File: config.mk
export PLATFORM = sky130hd
export DESIGN_NAME = lru_cache_hit_counter
export DESIGN_NICKNAME = d
export VERILOG_FILES = /design/src/rtl/core/lchc_pkg.sv /design/src/rtl/core/lchc_ram.sv /design/src/rtl/core/lchc_scan.sv /design/src/rtl/core/lru_cache_hit_counter.sv
export SDC_FILE = /design/constraint.sdc
export NUM_CORES = 1
export LEC_CHECK = 0
export ABC_CLOCK_PERIOD_IN_PS = 7150
export BUFFER_PORTS_ARGS = -buffer_cell sky130_fd_sc_hd__buf_2
export CORE_MARGIN = 4
export CORE_UTILIZATION = 45
export DETAILED_ROUTE_END_ITERATION = 7
export HOLD_SLACK_MARGIN = 0.15
export MAX_ROUTING_LAYER = met4
export PLACE_DENSITY = 0.58
export SLEW_MARGIN = 20
export SYNTH_ARGS = -nofsm -noshare
export SYNTH_HDL_FRONTEND = slang
export SYNTH_HIERARCHICAL = 1
export SYNTH_SLANG_ARGS = --single-unit
File: constraint.sdc
create_clock -name clk -period 7.15 [get_ports clk]
set_clock_uncertainty 0.15 [all_clocks]
set_input_delay 1.0725 -clock clk [delete_from_list [all_inputs] [get_ports clk]]
set_output_delay 1.0725 -clock clk [all_outputs]
set_load 0.005 [all_outputs]
File: src/rtl/core/lchc_pkg.sv
// Shared constants and types for the LRU cache hit counter.
package lchc_pkg;

  localparam int WAYS_DEF     = 16;
  localparam int KEY_BITS_DEF = 32;
  localparam int CAP_W        = 5;
  localparam int HITS_W       = 16;
  localparam int CMP_W        = 8;

  localparam logic [CAP_W-1:0] CAP_RESET = CAP_W'(16);

  typedef struct packed {
    logic clr;
    logic en;
  } scan_ctl_t;

endpackage

File: src/rtl/core/lchc_ram.sv
// Generic simple dual-port RAM with registered read.
module lchc_ram #(
  parameter int WIDTH = 8,
  parameter int DEPTH = 16,
  parameter int AW    = (DEPTH > 1) ? $clog2(DEPTH) : 1
) (
  input  logic             clk,
  input  logic             we,
  input  logic [AW-1:0]    waddr,
  input  logic [WIDTH-1:0] wdata,
  input  logic [AW-1:0]    raddr,
  output logic [WIDTH-1:0] rdata
);

  logic [WIDTH-1:0] mem [DEPTH];
  logic [WIDTH-1:0] rdata_r;

  always_ff @(posedge clk) begin
    if (we) begin
      mem[waddr] <= wdata;
    end
    rdata_r <= mem[raddr];
  end

  assign rdata = rdata_r;

endmodule

File: src/rtl/core/lchc_scan.sv
// Shared key comparator that scans entries one per cycle while enabled, for hit, free slot and LRU victim.
module lchc_scan #(
  parameter int KEY_BITS = 32,
  parameter int IDX_W    = 4
) (
  input  logic                     clk,
  input  logic                     rst_n,
  input  lchc_pkg::scan_ctl_t      ctl,
  input  logic [IDX_W-1:0]         idx,
  input  logic                     vld_bit,
  input  logic [KEY_BITS-1:0]      ent_key,
  input  logic [IDX_W-1:0]         ent_rank,
  input  logic [KEY_BITS-1:0]      look_key,
  input  logic [IDX_W-1:0]         vict_rank,
  output logic                     hit_found,
  output logic [IDX_W-1:0]         hit_idx,
  output logic [IDX_W-1:0]         hit_rank,
  output logic [IDX_W-1:0]         free_idx,
  output logic [IDX_W-1:0]         vict_idx,
  output logic [KEY_BITS-1:0]      vict_key
);

  import lchc_pkg::*;

  logic                hit_found_r;
  logic                free_found_r;
  logic [IDX_W-1:0]    hit_idx_r;
  logic [IDX_W-1:0]    hit_rank_r;
  logic [IDX_W-1:0]    free_idx_r;
  logic [IDX_W-1:0]    vict_idx_r;
  logic [KEY_BITS-1:0] vict_key_r;
  logic                key_eq;

  assign key_eq = vld_bit && (ent_key == look_key);

  always_ff @(posedge clk) begin
    if (!rst_n || ctl.clr) begin
      hit_found_r  <= 1'b0;
      free_found_r <= 1'b0;
    end else if (ctl.en) begin
      if (key_eq && !hit_found_r) begin
        hit_found_r <= 1'b1;
        hit_idx_r   <= idx;
        hit_rank_r  <= ent_rank;
      end
      if (!vld_bit && !free_found_r) begin
        free_found_r <= 1'b1;
        free_idx_r   <= idx;
      end
      if (vld_bit && (ent_rank == vict_rank)) begin
        vict_idx_r <= idx;
        vict_key_r <= ent_key;
      end
    end
  end

  assign hit_found = hit_found_r;
  assign hit_idx   = hit_idx_r;
  assign hit_rank  = hit_rank_r;
  assign free_idx  = free_idx_r;
  assign vict_idx  = vict_idx_r;
  assign vict_key  = vict_key_r;

endmodule

File: src/rtl/core/lru_cache_hit_counter.sv
// Top level of the fully associative LRU cache hit counter.
//
// Input channel (in_valid/in_ready) carries one access beat: in_key and in_restart.
// Result channel (out_valid/out_ready) returns one beat per access: out_hit,
// out_hit_count, out_evicted and out_evicted_key (zero unless evicted).
// cfg_we/cfg_wdata write the capacity register (0 acts as 1, above WAYS acts
// as WAYS); write it only while the block is idle.
//
// Each access scans the entry RAM twice, one entry per cycle: a lookup pass
// through a single key comparator (hit, first free entry, LRU victim) and an
// age-rank update pass. The result is registered after both passes; a new
// access is taken only once the previous result is in the output register.
// in_ready is high only while idle.
//
// Reset (rst_n low, synchronous) empties the cache, clears the hit count and
// loads capacity 16. A finished result is held in the output register while
// the receiver stalls; the block waits for it to drain before reloading.
module lru_cache_hit_counter #(
  parameter int WAYS     = lchc_pkg::WAYS_DEF,
  parameter int KEY_BITS = lchc_pkg::KEY_BITS_DEF
) (
  input  logic                        clk,
  input  logic                        rst_n,
  input  logic                        in_valid,
  output logic                        in_ready,
  input  logic [KEY_BITS-1:0]         in_key,
  input  logic                        in_restart,
  output logic                        out_valid,
  input  logic                        out_ready,
  output logic                        out_hit,
  output logic [lchc_pkg::HITS_W-1:0] out_hit_count,
  output logic                        out_evicted,
  output logic [KEY_BITS-1:0]         out_evicted_key,
  input  logic                        cfg_we,
  input  logic [lchc_pkg::CAP_W-1:0]  cfg_wdata
);

  import lchc_pkg::*;

  localparam int IDX_W  = (WAYS > 1) ? $clog2(WAYS) : 1;
  localparam int CNT_W  = $clog2(WAYS + 1);
  localparam int WORD_W = KEY_BITS + IDX_W;
  localparam logic [IDX_W-1:0] LAST_IDX = IDX_W'(WAYS - 1);

  typedef enum logic [2:0] {
    ST_IDLE,
    ST_LOOK,
    ST_DRAIN,
    ST_DECIDE,
    ST_UPD,
    ST_UDRAIN,
    ST_FIN
  } state_t;

  state_t              state_r;
  logic [CAP_W-1:0]    cap_r;
  logic [WAYS-1:0]     valid_r;
  logic [CNT_W-1:0]    occ_r;
  logic [HITS_W-1:0]   hits_r;
  logic [KEY_BITS-1:0] key_r;
  logic [IDX_W-1:0]    cnt_r;
  logic                rd_vld_r;
  logic [IDX_W-1:0]    rd_idx_r;
  logic [IDX_W-1:0]    tgt_r;
  logic                all_inc_r;
  logic                keep_key_r;
  logic [IDX_W-1:0]    limit_r;
  logic                res_hit_r;
  logic                res_ev_r;
  logic [KEY_BITS-1:0] res_ev_key_r;
  logic                out_valid_r;
  logic                out_hit_r;
  logic [HITS_W-1:0]   out_hit_count_r;
  logic                out_evicted_r;
  logic [KEY_BITS-1:0] out_evicted_key_r;

  logic [WORD_W-1:0]   ram_rdata;
  logic [WORD_W-1:0]   ram_wdata;
  logic                ram_we;
  logic [KEY_BITS-1:0] ent_key;
  logic [IDX_W-1:0]    ent_rank;
  logic [KEY_BITS-1:0] upd_key;
  logic [IDX_W-1:0]    upd_rank;
  logic                ent_vld;
  logic [CNT_W-1:0]    occ_m1;
  logic [CMP_W-1:0]    cap_ext;
  logic [CMP_W-1:0]    ways_ext;
  logic [CMP_W-1:0]    cap_eff;
  logic                room;
  logic                issue;
  logic                accept;
  scan_ctl_t           scan_ctl;

  logic                hit_found;
  logic [IDX_W-1:0]    hit_idx;
  logic [IDX_W-1:0]    hit_rank;
  logic [IDX_W-1:0]    free_idx;
  logic [IDX_W-1:0]    vict_idx;
  logic [KEY_BITS-1:0] vict_key;

  assign in_ready = (state_r == ST_IDLE);
  assign accept   = in_valid && in_ready;
  assign issue    = (state_r == ST_LOOK) || (state_r == ST_UPD);

  assign ent_key  = ram_rdata[WORD_W-1:IDX_W];
  assign ent_rank = ram_rdata[IDX_W-1:0];
  assign ent_vld  = valid_r[rd_idx_r];

  assign occ_m1   = occ_r - CNT_W'(1);
  assign cap_ext  = CMP_W'(cap_r);
  assign ways_ext = CMP_W'(WAYS);
  assign cap_eff  = (cap_ext == '0) ? CMP_W'(1) :
                    ((cap_ext > ways_ext) ? ways_ext : cap_ext);
  assign room     = CMP_W'(occ_r) < cap_eff;

  assign scan_ctl.clr = accept;
  assign scan_ctl.en  = rd_vld_r && ((state_r == ST_LOOK) || (state_r == ST_DRAIN));

  assign ram_we = rd_vld_r && ((state_r == ST_UPD) || (state_r == ST_UDRAIN));

  always_comb begin
    upd_key  = ent_key;
    upd_rank = ent_rank;
    if (rd_idx_r == tgt_r) begin
      upd_rank = '0;
      if (!keep_key_r) begin
        upd_key = key_r;
      end
    end else if (ent_vld && (all_inc_r || (ent_rank < limit_r))) begin
      upd_rank = ent_rank + IDX_W'(1);
    end
  end

  assign ram_wdata = {upd_key, upd_rank};

  lchc_ram #(
    .WIDTH (WORD_W),
    .DEPTH (WAYS),
    .AW    (IDX_W)
  ) u_ram (
    .clk   (clk),
    .we    (ram_we),
    .waddr (rd_idx_r),
    .wdata (ram_wdata),
    .raddr (cnt_r),
    .rdata (ram_rdata)
  );

  lchc_scan #(
    .KEY_BITS (KEY_BITS),
    .IDX_W    (IDX_W)
  ) u_scan (
    .clk       (clk),
    .rst_n     (rst_n),
    .ctl       (scan_ctl),
    .idx       (rd_idx_r),
    .vld_bit   (ent_vld),
    .ent_key   (ent_key),
    .ent_rank  (ent_rank),
    .look_key  (key_r),
    .vict_rank (occ_m1[IDX_W-1:0]),
    .hit_found (hit_found),
    .hit_idx   (hit_idx),
    .hit_rank  (hit_rank),
    .free_idx  (free_idx),
    .vict_idx  (vict_idx),
    .vict_key  (vict_key)
  );

  always_ff @(posedge clk) begin
    if (!rst_n) begin
      state_r     <= ST_IDLE;
      cap_r       <= CAP_RESET;
      valid_r     <= '0;
      occ_r       <= '0;
      hits_r      <= '0;
      cnt_r       <= '0;
      rd_vld_r    <= 1'b0;
      out_valid_r <= 1'b0;
    end else begin
      if (cfg_we) begin
        cap_r <= cfg_wdata;
      end
      if (out_valid_r && out_ready && (state_r != ST_FIN)) begin
        out_valid_r <= 1'b0;
      end
      rd_vld_r <= issue;
      rd_idx_r <= cnt_r;
      if (issue) begin
        cnt_r <= cnt_r + IDX_W'(1);
      end
      unique case (state_r)
        ST_IDLE: begin
          if (accept) begin
            key_r <= in_key;
            cnt_r <= '0;
            if (in_restart) begin
              valid_r <= '0;
              occ_r   <= '0;
              hits_r  <= '0;
            end
            state_r <= ST_LOOK;
          end
        end
        ST_LOOK: begin
          if (cnt_r == LAST_IDX) begin
            state_r <= ST_DRAIN;
          end
        end
        ST_DRAIN: begin
          state_r <= ST_DECIDE;
        end
        ST_DECIDE: begin
          cnt_r        <= '0;
          res_hit_r    <= hit_found;
          res_ev_r     <= 1'b0;
          res_ev_key_r <= '0;
          if (hit_found) begin
            tgt_r      <= hit_idx;
            all_inc_r  <= 1'b0;
            keep_key_r <= 1'b1;
            limit_r    <= hit_rank;
            if (hits_r != '1) begin
              hits_r <= hits_r + HITS_W'(1);
            end
          end else if (room) begin
            tgt_r            <= free_idx;
            all_inc_r        <= 1'b1;
            keep_key_r       <= 1'b0;
            limit_r          <= '0;
            valid_r[free_idx] <= 1'b1;
            occ_r            <= occ_r + CNT_W'(1);
          end else begin
            tgt_r        <= vict_idx;
            all_inc_r    <= 1'b1;
            keep_key_r   <= 1'b0;
            limit_r      <= '0;
            res_ev_r     <= 1'b1;
            res_ev_key_r <= vict_key;
          end
          state_r <= ST_UPD;
        end
        ST_UPD: begin
          if (cnt_r == LAST_IDX) begin
            state_r <= ST_UDRAIN;
          end
        end
        ST_UDRAIN: begin
          state_r <= ST_FIN;
        end
        ST_FIN: begin
          if (!out_valid_r || out_ready) begin
            out_valid_r       <= 1'b1;
            out_hit_r         <= res_hit_r;
            out_hit_count_r   <= hits_r;
            out_evicted_r     <= res_ev_r;
            out_evicted_key_r <= res_ev_key_r;
            state_r           <= ST_IDLE;
          end
        end
        default: begin
          state_r <= ST_IDLE;
        end
      endcase
    end
  end

  assign out_valid       = out_valid_r;
  assign out_hit         = out_hit_r;
  assign out_hit_count   = out_hit_count_r;
  assign out_evicted     = out_evicted_r;
  assign out_evicted_key = out_evicted_key_r;

endmodule
# Yosys cells after proc, flatten, opt, wreduce, memory -nomap -nowiden
# Memories as Yosys holds them, arrays and structs flattened. A register that Yosys moved wholly into a read port is not among the register bits.
# Index checks and enable logic that the tools add are counted.
[word_totals]
regBits = 231
latch_bits = 0
ramBits = 576
rom_bits = 0
inputBits = 43
output_inout_bits = 52
wordCells = 141
mem_count = 1
[mem_list]
columns = ["memory", "words", "word_bits", "rd", "rd_clocked_by_memory_dff", "write_ports", "line", "source"]
rows = [
  ["u_ram.mem", 16, 36, 1, 1, 1, "lchc_ram.sv:15", "logic [WIDTH-1:0] mem [DEPTH];"],
]
[classes]
n_addsub = 5
multipliers = 0
div_mod_pow = 0
n_lt_le_gt_ge = 6
n_eq_ne = 21
shifts = 0
mux = 41
bitwise = 2
n_reduce_logical = 37
[op_table]
columns = ["cell", "count"]
rows = [
  ["$mux 16", 6],
  ["$mux 32", 2],
  ["$pmux 16 s2", 2],
  ["$eq 32x32->1", 1],
  ["$mux 5", 6],
  ["$mux 4", 6],
  ["$pmux 3 s7", 1],
  ["$add 16x1->16 const B", 1],
  ["$ne 16x16->1 const B", 1],
  ["$or 16x16->16", 1],
  ["$reduce_and 3->1", 5],
  ["$mux 3", 4],
  ["$logic_and 1x1->1", 11],
  ["$lt 4x5->1 const B", 2],
  ["$mux 1", 10],
  ["$ne 2x1->1 const B", 5],
  ["$pmux 5 s2", 1],
  ["$reduce_and 5->1", 2],
  ["$eq 3x3->1 const B", 3],
  ["$add 4x1->4 const B", 2],
  ["$eq 4x4->1", 2],
  ["$logic_not 8->1", 1],
  ["$ne 2x2->1 const B", 4],
  ["$pmux 4 s2", 1],
  ["20 further kinds", 32],
]

# Longest topological paths before layout
[depth]
depth_word = 8
depth_mapped = 10
depth_no_buf = 9

# By module
# The synthesis kept the hierarchy.
[modules_own_cells]
columns = ["mod", "n_inst", "cells_per_inst", "area_per_inst_um2"]
rows = [
  ["lchc_ram", 1, 938, 22318.9],
  ["lru_cache_hit_counter", 1, 561, 7563.5],
  ["lchc_scan", 1, 108, 1936.9],
]

# Worst setup path before layout
# Ideal clock, no wire load.
[synth_timing]
path_type = "reg-to-reg"
from = "register rd_idx_r[0]"
to = "register u_scan.vict_idx_r[0], in the netlist u_scan/vict_idx[0] (enable)"
arrival_time_ns = 4.175
required_time_ns = 6.526
path_slack_ns = 2.351
stages_incl_launch_ff = 9
period_less_slack_ns = 4.799
path_cell_list = "edfxtp_1 > buf_2 > mux4_2 > mux2i_1 > mux2_2 > inv_1 > and4b_1 > nand3_1 > nor3_1"
[synth_between]
elab_chain_len = 4
[synth_lines]
columns = ["item", "line", "source"]
rows = [
  ["start: declaration", "lru_cache_hit_counter.sv:63", "logic [IDX_W-1:0] rd_idx_r;"],
  ["start signal: assignment", "lru_cache_hit_counter.sv:188", "rd_idx_r <= cnt_r;"],
  ["$bmux 1 s4", "lru_cache_hit_counter.sv:107", "assign ent_vld = valid_r[rd_idx_r];"],
  ["$mux 1 (not written as such)", "lru_cache_hit_counter.sv:107", ""],
  ["named net ent_vld", "lru_cache_hit_counter.sv:84", "logic ent_vld;"],
  ["$logic_and 1x1->1", "lchc_scan.sv:50", "if (vld_bit && (ent_rank == vict_rank)) begin"],
  ["$reduce_and 3->1 (no line)", "-", ""],
  ["end signal: assignment", "lchc_scan.sv:51", "vict_idx_r <= idx;"],
  ["end: declaration", "lchc_scan.sv:30", "logic [IDX_W-1:0] vict_idx_r;"],
]
# The timed path passes the listed nets, and every way through them passes these cells. The select of a mux whose other input is x is not followed.
# A chain may end at the register's enable or synchronous reset.

# Final worst setup path
[layout_timing]
from = "register rd_idx_r[0]"
to = "register u_scan.hit_rank_r[3], in the netlist u_scan/hit_rank[3] (enable)"
[layout_between]
elab_chain_len = 5
[layout_lines]
columns = ["item", "line", "source"]
rows = [
  ["$bmux 1 s4", "lru_cache_hit_counter.sv:107", ""],
  ["$mux 1 (not written as such)", "lru_cache_hit_counter.sv:107", ""],
  ["named net ent_vld", "lru_cache_hit_counter.sv:84", ""],
  ["$logic_and 1x1->1", "lchc_scan.sv:34", "assign key_eq = vld_bit && (ent_key == look_key);"],
  ["$logic_and 1x1->1", "lchc_scan.sv:41", "if (key_eq && !hit_found_r) begin"],
  ["$reduce_and 3->1 (no line)", "-", ""],
  ["end signal: assignment", "lchc_scan.sv:44", "hit_rank_r <= ent_rank;"],
  ["end: declaration", "lchc_scan.sv:28", "logic [IDX_W-1:0] hit_rank_r;"],
]
# The timed path passes the listed nets, and every way through them passes these cells. The select of a mux whose other input is x is not followed.

==> metrics.yaml <==
rr_startpoint: "rd_idx_r[0]$_DFFE_PP_"
grt-ovfl-total: 0
hold_slack_ps: 266
placed_area_um2: 33500
p_leak_nw: 11.6
fin_nets: 1806
synth_edf_count: 753
dr_total_vias: 15700
cts-buffers-inserted: 87
post_cts_buffers: 0
hold_viol_final: 0
hold_depth: 0
status: "finished clean"
diodes: 0
path_depth: 8
fin_crit_sh: 0.587
pin_count: 95
powerDensity_nw_per_um2: 315
crit_family: "simple AND/OR/NAND/NOR gates"
slew_violations: 0
maxCapViolCount: 0
dp_slack_ps: 2940
fp.dieH_um: 274
min_from: "res_ev_key_r[22]$_SDFFCE_PP0P_"
syn_avg_cell_area_um2: 19.8
antenna_found_initial: 0
finalCriticalPeriod_ps: 4190
syn_to_final_growth_pct: 14.6
post_cts_resized: 0
seq_area_um2: 24400
syn_inst: 1607
rsz0062_at_grt: "no"
grt_pass1_wl_um: 106000
critPathMaxStageDelay_ps: 840
ant_nets: 0
fmax_mhz: 238
synth_area_um2: 31800
grt_max_degree: 90
synth_seq_cells: 842
utilization: 0.521
path_buf_inv: 1
numPortBuffers: 94
tns_ps: 0
yosys_warnings: 6
endpoint_kind: "flip-flop"
totalWireLength_um: 72600
num_rows: 97
grt_usage: 0.201
clkTransAtPathRegs_ps: 60
worstMarginPinSlew_ps: 1150
place_hpwl_um: 38600
clockBufferDepth: 3
fin_ws_ps: 2960
cts_tree: "done"
fill_cells: 5604
synth_async_sr_flop_share: 0
vdd_drop_max_mv: 0.208
layout-drive-gt1-share: 0.265
multi_input_area_um2: 7200
via_per_inst: 5.66
yosysUniqueCellTypes: 63
seq_area_frac_synth: 0.767
grt_pass1_vias: 16000
relSlewSlack: 0.229
globalplace.congestion: 0.752
hp-class: "reg -> reg"
cts_root_buffer: "clkbuf_16"
critPathKind: "reg -> reg"
post_drt_wl_per_cell_um: 26.2
synthFlopType: "edfxtp_1"
critPathLaunchType: "flip-flop"
die_x_um: 274
drc_errors: 0
path_cells: "mux4_2 -> mux2i_1 -> mux2_2 -> inv_1 -> and4b_1 -> nand3_1 -> nor4_1 -> and4_1"
start_util: 0.454
startpoint: "rd_idx_r[0]$_DFFE_PP_"
cts_sinks: 842
htree_num_levels: 3
crit_required_ps: 7240
drt-initial-drc-count: 1418
clk_latency_ps: 630
ctsHoldBuffers: 0
reg2reg_depth: 8
finalSetupViolCount: 0
cp_slowest_cell: "edfxtp_1"
dieArea_um2: 75000
synth_fp_nets: 1662
dr.pass1.iters: 5
cp_max_fo: 15
final_area_um2: 36500
cp.arrival_ps: 4290
core-area_um2: 70000
metal layers:
layer | track usage | up-vias | wire length (um)
met4 | 0.0608 | 0 | 1880
met5 | - | - | 0
li1 | - | 6832 | -
met2 | 0.319 | 452 | 35400
met1 | 0.267 | 8252 | 31000
met3 | 0.0385 | 118 | 4320
placed cells by master, fill, tap and decap left out, drive strengths merged, types with 12 or more instances in the layout:
cell type / count
clkinv: 32
edfxtp: 753
and2: 47
dfxtp: 89
buf: 127
mux2i: 16
a21oi: 20
nor2: 57
a22oi: 73
nor2b: 15
xnor2: 43
ha: 12
clkbuf: 115
nand2: 64
nand3: 15
nand4: 13
a41oi: 17
mux4: 148
inv: 18
o21ai: 15
mux2: 33
state kept, by name (all words and copies together) (netlist names), 3 cells and up:
signal,flops
occ_r,5
state_r,3
rd_idx_r,4
cnt_r,4
cap_r,5
u_ram/mem,576
tgt_r,4
valid_r,16
out_hit_count,16
res_ev_key_r,32
u_ram/rdata,36
out_evicted_key,32
hits_r,16
u_scan/free_idx,4
u_scan/hit_rank,4
u_scan/vict_key,32
u_scan/hit_idx,4
limit_r,4
u_scan/vict_idx,4
key_r,32
path summary, 6_finish.rpt:
kind / to / slack [ps]
worst max-delay path: u_scan/hit_rank[3]$_DFFE_PP_ / 2960
worst min-delay path: out_evicted_key[22]$_DFFE_PP_ / 270
worst max register to register: u_scan/hit_rank[3]$_DFFE_PP_ / 2960
worst min register to register: out_evicted_key[22]$_DFFE_PP_ / 270
cells by family (layout without fill, tap and decap cells):
kind of cell,after synthesis,after routing,synth area share
XOR/XNOR,54,54,0.0151
buffers and inverters,87,305,0.0131
AO/OA/AOI/OAI,161,161,0.0385
adder cells (fa/ha/maj),12,12,0.00472
AND/OR/NAND/NOR,254,254,0.0405
flip-flops,842,842,0.767
multiplexers,197,197,0.121
layout make-up:
type | instances | area share
flip-flops and latches | 842 | 0.669
multi-input cells | 678 | 0.197
clock buffers | 115 | 0.0663
well taps | 940 | 0.0323
repair buffers | 127 | 0.0200
clock inverters | 48 | 0.0132
inverters | 15 | 0.00154
per-stage QoR:
stage          total power [W]  std cells
2_1_floorplan          0.00672       1607
3_3_place_gp           0.00702       2602
3_5_place_dp           0.00705       2602
4_1_cts                 0.0116       2765
5_1_grt                 0.0119       2765
6_report                0.0115       2765
Yosys cell counts (2+ instances only):
master,count,area (um2)
nand3b_1,2,15.0
nor2b_1,15,93.8
a21boi_0,3,22.5
and2_1,47,294
and4_1,4,35.0
a211oi_1,4,30.0
nor3_1,10,50.1
or3_1,5,31.3
o31ai_1,3,22.5
nand2_1,64,240
a21o_1,4,30.0
dfxtp_1,89,1780
o21ai_0,14,70.1
buf_4,3,22.5
a22oi_1,73,548
mux2_2,31,349
mux2i_1,16,160
or4_1,2,15.0
buf_2,22,110
edfxtp_1,753,22600
nand2b_1,9,56.3
nand3_1,15,75.1
mux2_1,2,22.5
o2111ai_1,2,17.5
xnor2_1,42,368
o211ai_1,4,30.0
a41oi_1,17,149
xor2_1,11,96.3
buf_1,3,11.3
mux4_2,148,3330
a21oi_2,2,17.5
nand4_1,13,81.3
clkbuf_1,37,139
ha_1,12,150
and3_1,5,31.3
buf_6,7,78.8
a21oi_1,17,85.1
a2111oi_2,3,45.0
inv_1,15,56.3
nor2_1,56,210
power by group:
group          total, W  switching [W]  internal, W
registers       0.00578       0.000134      0.00565
clock network   0.00455        0.00185      0.00271
logic           0.00115       0.000641     0.000505
(Power assumes the default switching activity.)
